### config.mk
export PLATFORM = sky130hd
export DESIGN_NAME = pcc_front_flat
export DESIGN_NICKNAME = d
export VERILOG_FILES = /design/src/hw/rtl/pcc_pkg.sv /design/src/hw/rtl/pcc_vertex_if.sv /design/src/hw/rtl/pcc_front.sv /design/src/flat_wrapper.sv
export SDC_FILE = /design/constraint.sdc
export NUM_CORES = 1
export LEC_CHECK = 0
export BUFFER_PORTS_ARGS = -buffer_cell sky130_fd_sc_hd__buf_2
export CORE_UTILIZATION = 52
export DETAILED_ROUTE_END_ITERATION = 10
export PLACE_DENSITY = 0.78
export SLEW_MARGIN = 20
export SYNTH_ARGS = -nofsm -noshare
export SYNTH_HDL_FRONTEND = slang
export SYNTH_SLANG_ARGS = --single-unit
### constraint.sdc
create_clock -name clk -period 3.23 [get_ports clk]
set_input_delay 0.646 -clock clk [delete_from_list [all_inputs] [get_ports clk]]
set_output_delay 0.646 -clock clk [all_outputs]
set_load 0.02 [all_outputs]
### src/hw/rtl/pcc_pkg.sv
package pcc_pkg;

    // Coordinate and arithmetic widths. Edge differences are one bit wider than a
    // coordinate, products twice that, and the cross product one bit more, so
    // nothing wraps.
    localparam int COORD_WIDTH = 16;
    localparam int DIFF_W      = COORD_WIDTH + 1;
    localparam int PROD_W      = 2 * DIFF_W;
    localparam int CROSS_W     = PROD_W + 1;

    // Corners closed per item: the running corner and the two wrap-around corners.
    localparam int NUM_TURNS   = 3;

    // Queue between the front and the back.
    localparam int QUEUE_DEPTH = 2;
    localparam int QUEUE_AW    = (QUEUE_DEPTH > 1) ? $clog2(QUEUE_DEPTH) : 1;
    localparam int QUEUE_CW    = $clog2(QUEUE_DEPTH + 1);

    typedef logic signed [COORD_WIDTH-1:0] coord_t;
    typedef logic signed [DIFF_W-1:0]      diff_t;
    typedef logic signed [PROD_W-1:0]      prod_t;
    typedef logic signed [CROSS_W-1:0]     cross_t;

    typedef struct packed {
        diff_t dx;
        diff_t dy;
    } vec_t;

    // One job for the back: four consecutive edge vectors and which of the three
    // corners between them are real turns. Corner 0 lies between ea and eb,
    // corner 1 between eb and ec, corner 2 between ec and ed.
    typedef struct packed {
        vec_t                 ea;
        vec_t                 eb;
        vec_t                 ec;
        vec_t                 ed;
        logic [NUM_TURNS-1:0] turn_en;
        logic                 last;
    } job_t;

endpackage

### src/hw/rtl/pcc_vertex_if.sv
interface pcc_vertex_if import pcc_pkg::*; ();

    logic   valid;
    logic   ready;
    coord_t vertex_x;
    coord_t vertex_y;
    logic   last_vertex;

    modport source (
        output valid,
        output vertex_x,
        output vertex_y,
        output last_vertex,
        input  ready
    );

    modport sink (
        input  valid,
        input  vertex_x,
        input  vertex_y,
        input  last_vertex,
        output ready
    );

endinterface

### src/hw/rtl/pcc_front.sv
module pcc_front import pcc_pkg::*; (
    input  logic         clk,
    input  logic         rst_n,
    pcc_vertex_if.sink   vertex,
    output logic         push_valid,
    input  logic         push_ready,
    output job_t         push_job
);

    typedef enum logic [1:0] {
        SEEN_NONE,
        SEEN_ONE,
        SEEN_TWO
    } seen_t;

    seen_t  seen_reg;
    seen_t  seen_next;
    coord_t first_x_reg;
    coord_t first_y_reg;
    coord_t second_x_reg;
    coord_t second_y_reg;
    coord_t older_x_reg;
    coord_t older_y_reg;
    coord_t newer_x_reg;
    coord_t newer_y_reg;
    logic   accept;

    // Every accepted vertex becomes one job, so the front stalls only on a full queue.
    assign accept       = vertex.valid && push_ready;
    assign vertex.ready = push_ready;
    assign push_valid   = vertex.valid;

    // Edge vectors around the new vertex, formed at full precision.
    always_comb
    begin
        push_job.ea.dx = DIFF_W'(newer_x_reg) - DIFF_W'(older_x_reg);
        push_job.ea.dy = DIFF_W'(newer_y_reg) - DIFF_W'(older_y_reg);
        push_job.eb.dx = DIFF_W'(vertex.vertex_x) - DIFF_W'(newer_x_reg);
        push_job.eb.dy = DIFF_W'(vertex.vertex_y) - DIFF_W'(newer_y_reg);
        push_job.ec.dx = DIFF_W'(first_x_reg) - DIFF_W'(vertex.vertex_x);
        push_job.ec.dy = DIFF_W'(first_y_reg) - DIFF_W'(vertex.vertex_y);
        push_job.ed.dx = DIFF_W'(second_x_reg) - DIFF_W'(first_x_reg);
        push_job.ed.dy = DIFF_W'(second_y_reg) - DIFF_W'(first_y_reg);
        push_job.last  = vertex.last_vertex;
        if (seen_reg == SEEN_TWO)
        begin
            push_job.turn_en = {vertex.last_vertex, vertex.last_vertex, 1'b1};
        end
        else
        begin
            push_job.turn_en = '0;
        end
    end

    // Vertex count, saturating at two and rearmed by the last vertex.
    always_comb
    begin
        seen_next = seen_reg;
        if (accept)
        begin
            if (vertex.last_vertex)
            begin
                seen_next = SEEN_NONE;
            end
            else
            begin
                unique case (seen_reg)
                    SEEN_NONE: seen_next = SEEN_ONE;
                    SEEN_ONE:  seen_next = SEEN_TWO;
                    SEEN_TWO:  seen_next = SEEN_TWO;
                    default:   seen_next = SEEN_NONE;
                endcase
            end
        end
    end

    always_ff @(posedge clk or negedge rst_n)
    begin
        if (!rst_n)
        begin
            seen_reg <= SEEN_NONE;
        end
        else
        begin
            seen_reg <= seen_next;
        end
    end

    // Stored vertices are read only once the count shows they were written.
    always_ff @(posedge clk)
    begin
        if (accept)
        begin
            unique case (seen_reg)
                SEEN_NONE:
                begin
                    first_x_reg <= vertex.vertex_x;
                    first_y_reg <= vertex.vertex_y;
                end
                SEEN_ONE:
                begin
                    second_x_reg <= vertex.vertex_x;
                    second_y_reg <= vertex.vertex_y;
                    older_x_reg  <= newer_x_reg;
                    older_y_reg  <= newer_y_reg;
                end
                default:
                begin
                    older_x_reg <= newer_x_reg;
                    older_y_reg <= newer_y_reg;
                end
            endcase
            newer_x_reg <= vertex.vertex_x;
            newer_y_reg <= vertex.vertex_y;
        end
    end

endmodule

### src/flat_wrapper.sv
// flat-port wrapper written by rule: the top's interface ports become plain ports
module pcc_front_flat import pcc_pkg::*;
  (clk, rst_n, push_valid, push_ready, push_job, vertex_valid, vertex_vertex_x, vertex_vertex_y, vertex_last_vertex, vertex_ready);
  pcc_vertex_if vertex_i ();
  input  logic clk;
  input  logic rst_n;
  output logic push_valid;
  input  logic push_ready;
  output job_t push_job;
  input wire logic [$bits(vertex_i.valid)-1:0] vertex_valid;
  input wire logic [$bits(vertex_i.vertex_x)-1:0] vertex_vertex_x;
  input wire logic [$bits(vertex_i.vertex_y)-1:0] vertex_vertex_y;
  input wire logic [$bits(vertex_i.last_vertex)-1:0] vertex_last_vertex;
  output wire logic [$bits(vertex_i.ready)-1:0] vertex_ready;
  assign vertex_i.valid = vertex_valid;
  assign vertex_i.vertex_x = vertex_vertex_x;
  assign vertex_i.vertex_y = vertex_vertex_y;
  assign vertex_i.last_vertex = vertex_last_vertex;
  assign vertex_ready = vertex_i.ready;
  pcc_front u_core (.clk(clk), .rst_n(rst_n), .vertex(vertex_i), .push_valid(push_valid), .push_ready(push_ready), .push_job(push_job));
endmodule
==> flow_summary.toml <==
[outcome]
outcome = "complete, but fails checks"
violations = "negative setup slack"

[cts]
root_buffer = "clkbuf_16"
clk_pin_slew_ns = 0.06
clock_latency_ns = 0.43
cts.sinks = 130
tritoncts = "built"
htree_num_levels = 4
cts.path.max_buffers = 2
cts_buffers = 17

[floorplanning]
start_util_pct = 53.9
die_w_um = 142
top_level_ports = 179
core_um2 = 19000
die_y_um = 142
rows = 50
die_area_um2 = 20200

[yosys]
synthXorXnorAreaFrac_pct = 8.06
async_flop_share_pct = 1.54
yosysWarnings = 0
yosys.area_share.simple_pct = 11.1
yosysSeqAreaShare_pct = 38.1
synthCells = 1040
yosysUniqueCellTypes = 67
synth_top_family_by_area = "compound AO/OA/AOI/OAI gates"
synth_compound_area_share_pct = 18.1
syn-num-nets = 1217
muxShareOfSynthArea_pct = 0.0980
synth_edf_count = 128
synth_top_flop_cell = "edfxtp_1"
ys_ff_latch = 130
netlist_area_um2 = 10200
avgSynthCellArea_um2 = 9.82
synthAdderAreaFrac_pct = 17.7

[sta]
max_freq_ghz = 0.273
relSlewSlack_pct = 42.4
fin_crit_ns = 3.66
hold_viol_final = 0
setup_ws_ns = -0.427
post-route-period-util_pct = 113
fin_skew_ns = 0.00849
slew_violations = 0
setup_viol = 66
tightest_slew_ns = 0.863
rsz0062_at_grt = "yes"

[min_path]
hold_path.class = "in -> reg"

[grt]
grt_pass1_wl_um = 43400
overflow = 0
antenna_found_initial = 0
grt_pass1_vias = 9145
grt_max_degree = 33
grt_util_all_layers_pct = 27.6

[cells_and_area]
n_antenna_cell = 0
stdcell_count = 1688
nNetsFinal = 1592
multi_input_area_um2 = 6870
seqCellArea_um2 = 3890
nFillCells = 1063
area_growth_pct = 47.1
final_cell_mix = "206 x buf_4, 165 x inv_1, 128 x edfxtp_1"
final_common_cell = "buf_4"
drive_gt1_share_pct = 41.6

[route]
final_antenna_net_count = 0
first_pass_iters = 5
vias = 9529
wl_um = 31100
first_iter_violations = 637
wl_per_cell_um = 18.4
drc = 0
vias_per_cell = 5.65

[placed_design]
dp_hpwl_um = 19000
pre_cts_ws_ns = -0.450
dp_cells = 1585
place_congestion = 0.983
io_buffers = 178

[power_and_ir_drop]
power.density_nw_per_um2 = 504
leakagePower_nw = 6.94
peakVddDrop_mv = 0.391

[critical_path]
crit_slowest_cell = "edfxtp_1"
worstPathRequired_ns = 2.58
endpoint_kind = "primary output"
critPathMaxStageDelay_ns = 0.46
worstReg2RegEnd = "u_core.older_x_reg[9]"
critical_path_class = "reg -> out"
worstSetupStartpointType = "register"
rr_worst_depth = 4
r2r_slack_ns = 1.68
cp-endpoint = "push_job[105]"
rr_startpoint = "u_core.seen_reg[0]"
crit_path_frequent_cell = "o41ai_2"
worst_ep_arrival_time_ns = 3.01
path_cells = "buf_6 -> ha_4 -> fa_2 -> nor2b_2 -> o21ai_2 -> a21oi_2 -> o41ai_4 -> o41ai_2 -> buf_4 -> a21oi_4 -> nor2_2 -> o41ai_2 -> buf_2"
cp-startpoint = "u_core.newer_x_reg[0]"
cp_max_fo = 2

[flow_run]
maxCapViolCount = 0
through the flow:
step | TNS, ns | instance area (um2) | utilization [%] | total power [mW] | hold WS [ns]
after floorplan | -0.0802 | 10300 | - | 3.79 | 0.350
after global placement | -5.78 | 12300 | 64.8 | 4.64 | 0.433
after detailed placement | -6.84 | 12300 | 64.8 | 4.69 | 0.437
after CTS | -9.96 | 14000 | 74.0 | 7.12 | 0.447
after global routing | -21.46 | 15000 | 79.3 | 7.88 | 0.444
final | -14.10 | 15000 | 79.3 | 7.57 | 0.457
layout make-up:
type                       instances  share of cell area [%]
timing repair buffer             361                    17.6
clock buffer                      17                    2.83
sequential                       130                    25.9
inverter                         177                    4.44
multi-input combinational        728                    45.7
tap                              260                    2.17
clock inverter                    15                    1.37
synthesized netlist by cell type, types with 3 or more instances:
library cell | n | area share (%)
inv_1 | 177 | 6.5
ha_1 | 132 | 16
edfxtp_1 | 128 | 38
a21oi_1 | 79 | 3.9
xnor2_1 | 69 | 5.9
nor2_1 | 68 | 2.5
o21ai_0 | 56 | 2.7
nand2_1 | 33 | 1.2
nor2b_1 | 27 | 1.7
a21o_1 | 26 | 1.9
xor2_1 | 25 | 2.1
o21a_1 | 19 | 1.4
nand3_1 | 14 | 0.69
o21bai_1 | 13 | 0.96
nand2b_1 | 12 | 0.73
and3_1 | 11 | 0.67
nand4_1 | 11 | 0.67
nor3_1 | 10 | 0.49
o21ai_1 | 10 | 0.49
fa_1 | 8 | 1.6
and2_1 | 6 | 0.37
a21oi_2 | 5 | 0.43
a31o_2 | 5 | 0.43
a31oi_1 | 5 | 0.31
o31a_1 | 5 | 0.43
or3_1 | 5 | 0.31
a21boi_0 | 4 | 0.29
and4_1 | 4 | 0.34
buf_4 | 4 | 0.29
nor2b_4 | 4 | 0.54
o2111ai_1 | 4 | 0.34
o211ai_1 | 4 | 0.29
a2111oi_0 | 3 | 0.26
a211oi_1 | 3 | 0.22
a221oi_2 | 3 | 0.44
o21ai_2 | 3 | 0.26
report_power, final:
| group | internal (mW) | total, mW | switching (mW) |
|---|---|---|---|
| Combinational | 1.51 | 3.41 | 1.90 |
| Clock | 1.30 | 2.10 | 0.797 |
| Sequential | 1.99 | 2.06 | 0.0658 |
logic make-up after synthesis:
| logic type | Yosys count |
|---|---|
| mux | 1 |
| fa+ha+maj | 140 |
| compound gates | 276 |
| xor+xnor | 94 |
| simple gates | 217 |
| flops | 130 |
| buf+inv | 182 |
timing repair:
action | 4_1_cts | 5_1_grt
resized for setup | 197 | 170
hold buffers | 1 | 0
pin swaps | 110 | 109
buffers inserted | 43 | 38
hold endpoints to repair | 2 | 0
endpoints found under the setup margin | 76 | 82
per-layer routing:
metal	vias up	track usage (%)	wire length, um
met5	-	0	0
met4	0	11.4	1040
met3	89	5.05	1870
met2	398	51.2	16300
met1	4602	31.0	11800
li1	4440	-	-
critical path: cells and delay by family (launching register included):
family | cells | cell delay (ns)
adder cells (fa/ha/maj) | 2 | 0.51
AO/OA/AOI/OAI | 6 | 0.82
buffers and inverters | 3 | 0.49
flip-flops | 1 | 0.46
AND/OR/NAND/NOR | 2 | 0.28
worst min-delay path by stage:
stage                        start                       to  cells after the start
6_report       vertex_vertex_x[15]  u_core.second_x_reg[15]                      1
5_1_grt        vertex_vertex_x[15]  u_core.second_x_reg[15]                      1
4_1_cts        vertex_vertex_x[13]  u_core.second_x_reg[13]                      1
3_5_place_dp                 rst_n       u_core.seen_reg[0]                      1
3_3_place_gp                 rst_n       u_core.seen_reg[1]                      1
2_1_floorplan                rst_n       u_core.seen_reg[0]                      0
No activity file was read; power rests on OpenSTA's default activity.
