<file path="src/hw/rtl/pcc_pkg.sv">
package pcc_pkg;

    // Coordinate and arithmetic widths. Edge differences are one bit wider than a
    // coordinate, products twice that, and the cross product one bit more, so
    // nothing wraps.
    localparam int COORD_WIDTH = 16;
    localparam int DIFF_W      = COORD_WIDTH + 1;
    localparam int PROD_W      = 2 * DIFF_W;
    localparam int CROSS_W     = PROD_W + 1;

    // Corners closed per item: the running corner and the two wrap-around corners.
    localparam int NUM_TURNS   = 3;

    // Queue between the front and the back.
    localparam int QUEUE_DEPTH = 2;
    localparam int QUEUE_AW    = (QUEUE_DEPTH > 1) ? $clog2(QUEUE_DEPTH) : 1;
    localparam int QUEUE_CW    = $clog2(QUEUE_DEPTH + 1);

    typedef logic signed [COORD_WIDTH-1:0] coord_t;
    typedef logic signed [DIFF_W-1:0]      diff_t;
    typedef logic signed [PROD_W-1:0]      prod_t;
    typedef logic signed [CROSS_W-1:0]     cross_t;

    typedef struct packed {
        diff_t dx;
        diff_t dy;
    } vec_t;

    // One job for the back: four consecutive edge vectors and which of the three
    // corners between them are real turns. Corner 0 lies between ea and eb,
    // corner 1 between eb and ec, corner 2 between ec and ed.
    typedef struct packed {
        vec_t                 ea;
        vec_t                 eb;
        vec_t                 ec;
        vec_t                 ed;
        logic [NUM_TURNS-1:0] turn_en;
        logic                 last;
    } job_t;

endpackage

</file>
<file path="src/hw/rtl/pcc_queue.sv">
module pcc_queue import pcc_pkg::*; (
    input  logic clk,
    input  logic rst_n,
    input  logic push_valid,
    output logic push_ready,
    input  job_t push_job,
    output logic pop_valid,
    input  logic pop_ready,
    output job_t pop_job
);

    job_t                entry_reg [QUEUE_DEPTH];
    logic [QUEUE_AW-1:0] wr_ptr_reg;
    logic [QUEUE_AW-1:0] rd_ptr_reg;
    logic [QUEUE_CW-1:0] count_reg;
    logic                do_push;
    logic                do_pop;

    assign push_ready = (count_reg != QUEUE_CW'(QUEUE_DEPTH));
    assign pop_valid  = (count_reg != '0);
    assign pop_job    = entry_reg[rd_ptr_reg];
    assign do_push    = push_valid && push_ready;
    assign do_pop     = pop_valid && pop_ready;

    // Pointers and fill count.
    always_ff @(posedge clk or negedge rst_n)
    begin
        if (!rst_n)
        begin
            wr_ptr_reg <= '0;
            rd_ptr_reg <= '0;
            count_reg  <= '0;
        end
        else
        begin
            if (do_push)
            begin
                if (wr_ptr_reg == QUEUE_AW'(QUEUE_DEPTH - 1))
                begin
                    wr_ptr_reg <= '0;
                end
                else
                begin
                    wr_ptr_reg <= wr_ptr_reg + 1'b1;
                end
            end
            if (do_pop)
            begin
                if (rd_ptr_reg == QUEUE_AW'(QUEUE_DEPTH - 1))
                begin
                    rd_ptr_reg <= '0;
                end
                else
                begin
                    rd_ptr_reg <= rd_ptr_reg + 1'b1;
                end
            end
            if (do_push && !do_pop)
            begin
                count_reg <= count_reg + 1'b1;
            end
            else if (do_pop && !do_push)
            begin
                count_reg <= count_reg - 1'b1;
            end
        end
    end

    // Entry storage.
    always_ff @(posedge clk)
    begin
        if (do_push)
        begin
            entry_reg[wr_ptr_reg] <= push_job;
        end
    end

endmodule

</file>
<file path="config.mk">
export PLATFORM = sky130hd
export DESIGN_NAME = pcc_queue
export DESIGN_NICKNAME = d
export VERILOG_FILES = /design/src/hw/rtl/pcc_pkg.sv /design/src/hw/rtl/pcc_queue.sv
export SDC_FILE = /design/constraint.sdc
export NUM_CORES = 1
export LEC_CHECK = 0
export BUFFER_PORTS_ARGS = -buffer_cell sky130_fd_sc_hd__buf_2
export CAP_MARGIN = 0
export CELL_PAD_IN_SITES_DETAIL_PLACEMENT = 2
export CELL_PAD_IN_SITES_GLOBAL_PLACEMENT = 2
export CORE_MARGIN = 10
export CORE_UTILIZATION = 39
export CTS_CLUSTER_DIAMETER = 40
export DETAILED_ROUTE_END_ITERATION = 6
export PLACE_DENSITY_LB_ADDON = 0.2
export SETUP_SLACK_MARGIN = 0.05
export SLEW_MARGIN = 20
export SYNTH_ARGS = -nofsm -noshare
export SYNTH_HDL_FRONTEND = slang
export SYNTH_SLANG_ARGS = --single-unit
</file>
<file path="constraint.sdc">
create_clock -name clk -period 9.3 [get_ports clk]
set_input_delay 1.86 -clock clk [delete_from_list [all_inputs] [get_ports clk]]
set_output_delay 1.86 -clock clk [all_outputs]
set_load 0.005 [all_outputs]
</file>
==> impl_results.md, run 1 <==
- Overall power: 4.70 mW
- # setup viols final: 0
- DR vias: 5504
- Cells after synthesis: 454
- Root Buffer: clkbuf_16
- Switching share of total power: 0.276
- CP endpoint kind: primary output
- P_int: 3.40 mW
- Setup Fix Bufs, Post-CTS: 0
- Syn Nets: 599
- Share of layout cells above drive strength 1: 0.618
- Total die area: 34400 µm²
- Residual DRC: 0
- Port Buffer Count: 285
- Sequential group share of total power: 0.406
- Final Critical Period: 4.93 ns
- P_sw: 1.29 mW
- Post-DR vias/cell: 4.80
- Synthesized area: 10700 µm²
- Synth warn: 0
- Largest net degree at the start of global routing: 73
- All-Layer GR Usage: 0.162
- Crit Path Max Fanout: 62
- Grt ovf: 0
- Top-count cell post-synth: edfxtp_1
- Number of buffers created by CTS: 43
- CTS Sinks: 284
- Wire per inst: 24.8 µm
- Worst skew pair latency: 0.52 ns
- CTS tree: built
- Synth top cells by count: 280 x edfxtp_1, 90 x mux2_4, 50 x mux2_2
- Drt pass-1 iters: 6
- Layout area overhead: 29.8%
- Hold_ws: 0.505 ns
- Max clock buf depth: 3
- Row cnt: 60
- Number of global-route vias before repair: 6394
- Hold WC Path Type: reg2reg
- FF+latch count, synth: 284
- Final Hold Vio Count: 0
- Kind of critical path: reg2out
- Relative slew slack: 0.283
- Clock-pin slew on the worst setup and hold paths: 0.05 ns
- Chip height: 185 µm
- Max reg flops: 280
- Layout Skew: 0.00921 ns
- Antenna violations before repair: 4
- Slew Limit Fails: 0
- Sequential area share after synthesis: 0.797
- Fmax: 203 MHz
- Die Width: 185 µm
- Layout fillers: 2411
- DP Wirelength: 19400 µm
- EDFF count, synth: 280
- Post-CTS Resized: 0
- Core ar.: 27000 µm²
- Final period util: 0.530
- Clk pwr share: 0.336
- # Max-Cap Violations: 0
- Largest area contributor in the netlist: edfxtp_1
- Drt total wl: 28500 µm
- Area share of the largest cell type after synthesis: 0.788
- Status: finished clean
- Post-synth ARST share: 0.0141
- Hold-fix buffers, CTS: 0
- CP required: 7.44 ns
- Setup TNS: 0 ns
- Reg2reg setup slack: 6.37 ns
- Initial Util: 0.396
- First-pass GRT wire length: 41200 µm
- Top post-synthesis cells by area: edfxtp_1 79%, mux2_4 13%, mux2_2 5.3%
- CTS HTree Levels: 2
- RSZ-0062 raised after global routing: false
- Synth Flop Type: edfxtp_1
- 1st-iter DRT viols: 260
- Leak: 5.46 nW
- I/O Pins: 286
- Final GP Congestion: 0.741
- CP arrival: 3.07 ns
- Avg Inst Size Synth: 23.5 µm²
- Combinational Power Share: 0.258
- Startpoint types: flop
- Final nets: 918
- Yosys cell types: 16
- PD cells: 339 nW/µm²
- Max rail drop VDD: 0.000189 V
- Post-route ant nets: 0
- Slew of the pin with the lowest slew margin: 1.08 ns
worst paths after layout:
kind / startpoint / to / cells past startpoint
worst max-delay path: rd_ptr_reg / pop_job[114] / 3
worst min-delay path: count_reg[1] / count_reg[1] / 1
worst max register to register: count_reg[0] / entry_reg[1][117] / 3
worst min register to register: count_reg[1] / count_reg[1] / 1
max in group asynchronous: rst_n / rd_ptr_reg / 1
min in group asynchronous: rst_n / rd_ptr_reg / 1
logic make-up (layout without fill, tap and decap cells):
group	count (synthesis)	count (layout)	share of synthesized area
simple gates	7	7	0.00317
fa+ha+maj	1	1	0.00117
xor+xnor	5	5	0.00411
other cells	0	4	0
buf+inv	17	365	0.0147
flops	284	284	0.797
mux	140	140	0.179
critical path, stage by stage (launching register included):
cell and delay (ns):
dfrtp_4 1.13, buf_4 0.79, mux2_2 0.42, buf_2 0.13
power by group through the flow:
| stage | Sequential (mW) | Clock, mW | Combinational [mW] |
|---|---|---|---|
| finish | 1.91 | 1.58 | 1.21 |
| CTS | 1.92 | 1.63 | 1.25 |
| global route | 1.94 | 1.68 | 1.31 |
| detailed placement | 1.93 | 0 | 1.24 |
| floorplan | 1.88 | 0 | 0.811 |
| global placement | 1.90 | 0 | 1.21 |
placed cells by master, fill, tap and decap left out:
cell type and n:
nor2_4 1, buf_2 285, nor2_1 1, inv_6 3, nand2_1 2, inv_1 1
dfrtp_1 3, clkbuf_16 45, clkinv_2 3, mux2_2 50, clkinv_1 7, and3_4 1
xnor2_1 3, buf_4 5, or2_2 1, diode_2 4, nand2b_1 1, dfrtp_4 1
ha_1 1, clkbuf_1 5, edfxtp_1 280, clkinv_4 3, mux2_4 90, clkinvlp_4 3
bufinv_16 5, xor2_1 2
layer usage:
metal	routed length [µm]	track usage	share of wire
met3	2520	0.0586	0.089
met5	27	0	0.00095
met2	14300	0.278	0.50
met4	518	0.0481	0.018
met1	11100	0.185	0.39
cell type report:
class,count,area [µm²],area share
clock inverter,24,267,0.0192
sequential,284,8510,0.615
multi-input combinational,153,2020,0.146
timing repair buffer,290,1460,0.106
inverter,1,3.75,0.000271
clock buffer,50,1140,0.0827
tap,341,427,0.0308
antenna,4,10.0,0.000723
through the flow:
stage          worst slack [ns]  instances   util  cell area (µm²)
5_1_grt                    4.22       1143  0.513            13800
3_5_place_dp               4.91       1069  0.461            12400
6_report                   4.37       1147  0.514            13800
2_1_floorplan             0.896        454      -            10700
3_3_place_gp               4.95       1069  0.461            12400
4_1_cts                    4.33       1143  0.513            13800
Power figures use the tool's default switching activity.
==> inputs of run 2 (changes only) <==
- clock period: 9.3 -> 5 ns (I/O delays scaled with it)
==> impl_results.md, run 2 (synthesis gave the netlist of run 1 again) <==
- Status: finished clean
- Wire per inst: 24.2 µm (-2.7%)
- Max reg flops: 280 (unchanged)
- Final GP Congestion: 0.739 (-0.31%)
- Row cnt: 60 (unchanged)
- Antenna cells: 0 (-4)
- First-pass GRT wire length: 40800 µm (-1.1%)
- Post-route ant nets: 0 (unchanged)
- Hold_ws: 0.287 ns (-0.218 ns)
- Slew of the pin with the lowest slew margin: 0.965 ns (-0.111 ns)
- Crit Path Max Fanout: 54 (-13%)
- Placed cells: 1072 (+0.28%)
- 1st-iter DRT viols: 237 (-8.8%)
- # Max-Cap Violations: 0 (unchanged)
- DP Wirelength: 19600 µm (+1.0%)
- Crit path buffers/inverters: 2 (unchanged)
- Setup ws final: 1.34 ns (-3.03 ns)
- Number of global-route vias before repair: 6362 (-0.50%)
- Root Buffer: clkbuf_16
- Die Width: 185 µm (unchanged)
- Relative slew slack: 0.357 (+0.0740)
- Grt ovf: 0 (unchanged)
- Final nets: 921 (+0.33%)
- Max clock buf depth: 3 (unchanged)
- Chip height: 185 µm (unchanged)
- Layout Skew: 0.0133 ns (+0.00408 ns)
- Number of buffers created by CTS: 43 (unchanged)
- Layout fillers: 2377 (-1.4%)
- DR vias: 5478 (-0.47%)
- Share of layout cells above drive strength 1: 0.625 (+0.00624)
- CP top delay family: flip-flops
- Drt total wl: 27800 µm (-2.4%)
- Slew Limit Fails: 0 (unchanged)
- RSZ-0062 raised after global routing: false
- Startpoint types: flop
- Setup Fix Bufs, Post-CTS: 0 (unchanged)
- Drt pass-1 iters: 4 (-2)
- Clock-pin slew on the worst setup and hold paths: 0.05 ns (about the same)
- CP max-delay cell: dfrtp_4
- Post-DR vias/cell: 4.76 (-0.82%)
- Worst path cell trace: buf_4 -> mux2_4 -> buf_2
- Leak: 5.48 nW (+0.41%)
- Placed cell areas: 12500 µm² (+0.28%)
- Hold WC Path Type: in2async
- I/O Pins: 286 (unchanged)
- Setup TNS: 0 ns (unchanged)
- CTS HTree Levels: 2 (unchanged)
- Port Buffer Count: 285 (unchanged)
- Fmax: 273 MHz
- CP endpoint kind: primary output
- Core ar.: 27000 µm² (unchanged)
- # setup viols final: 0 (unchanged)
- Layout area overhead: 30.2%
- Design area: 13900 µm² (+0.30%)
- CP arrival: 2.66 ns (-0.41 ns)
- Antenna violations before repair: 4 (unchanged)
- Post-CTS Resized: 0 (unchanged)
- Hold-fix buffers, CTS: 0 (unchanged)
- All-Layer GR Usage: 0.158 (-0.00373)
- Final Hold Vio Count: 0 (unchanged)
- Total die area: 34400 µm² (unchanged)
- Max rail drop VDD: 0.000288 V (+53%)
- PD cells: 628 nW/µm² (+85%)
- Pre-CTS WS: 1.86 ns (-3.05 ns)
- Final Critical Period: 3.66 ns
- Initial Util: 0.396 (unchanged)
- Final period util: 0.732
- Largest net degree at the start of global routing: 97 (+33%)
- Residual DRC: 0 (unchanged)
- Fin cells: 1151 (+0.35%)
- Most frequent cells in the layout: 285 x buf_2, 280 x edfxtp_1, 90 x mux2_4
- Worst skew pair latency: 0.52 ns (about the same)
- Kind of critical path: reg2out
- CTS tree: built
- CP max stage delay: 1.00 ns (-0.13 ns)
- CP required: 4.00 ns (-3.44 ns)
- CTS Sinks: 284 (unchanged)
- Commonest non-fill, non-tap cell in the layout: buf_2
==> run 2: path summary, 6_finish.rpt <==
kind / from / depth (start not counted) / slack [ns] / end
hold / removal: rst_n / 1 / 0.29 / count_reg[1]
hold reg to reg: count_reg[1] / 1 / 0.50 / count_reg[1]
setup reg to reg: count_reg[0] / 4 / 2.47 / entry_reg[0][112]
setup / recovery: rd_ptr_reg / 3 / 1.34 / pop_job[84]
max in group asynchronous: rst_n / 1 / 4.56 / rd_ptr_reg
min in group clk: count_reg[1] / 1 / 0.50 / count_reg[1]
==> run 2: power breakdown <==
group,total (mW),switching [mW],internal [mW],leakage [nW]
registers,3.52,0.261,3.26,2.65
clock network,2.94,1.10,1.84,0.684
logic,2.26,1.08,1.18,2.15
==> run 2: layout make-up <==
class / instances / area, µm² / area share
clock buffers: 52 / 1130 / 0.0815
clock inverters: 27 / 297 / 0.0214
inverters: 1 / 3.75 / 0.000270
multi-input cells: 153 / 2020 / 0.145
flip-flops and latches: 284 / 8510 / 0.613
well taps: 341 / 427 / 0.0307
repair buffers: 293 / 1500 / 0.108
==> run 2: per-layer routing <==
metal	vias up	track usage	wire length, µm
met5	-	0	54
li1	2463	-	-
met1	2752	0.181	10600
met4	8	0.0465	528
met2	208	0.277	14500
met3	47	0.0492	2140
==> run 2: through the flow <==
step | total power, mW | util
after CTS | 8.90 | 0.515
after global placement | 5.77 | 0.462
after detailed placement | 5.90 | 0.462
after floorplan | 4.96 | -
after global routing | 9.16 | 0.515
final | 8.73 | 0.515
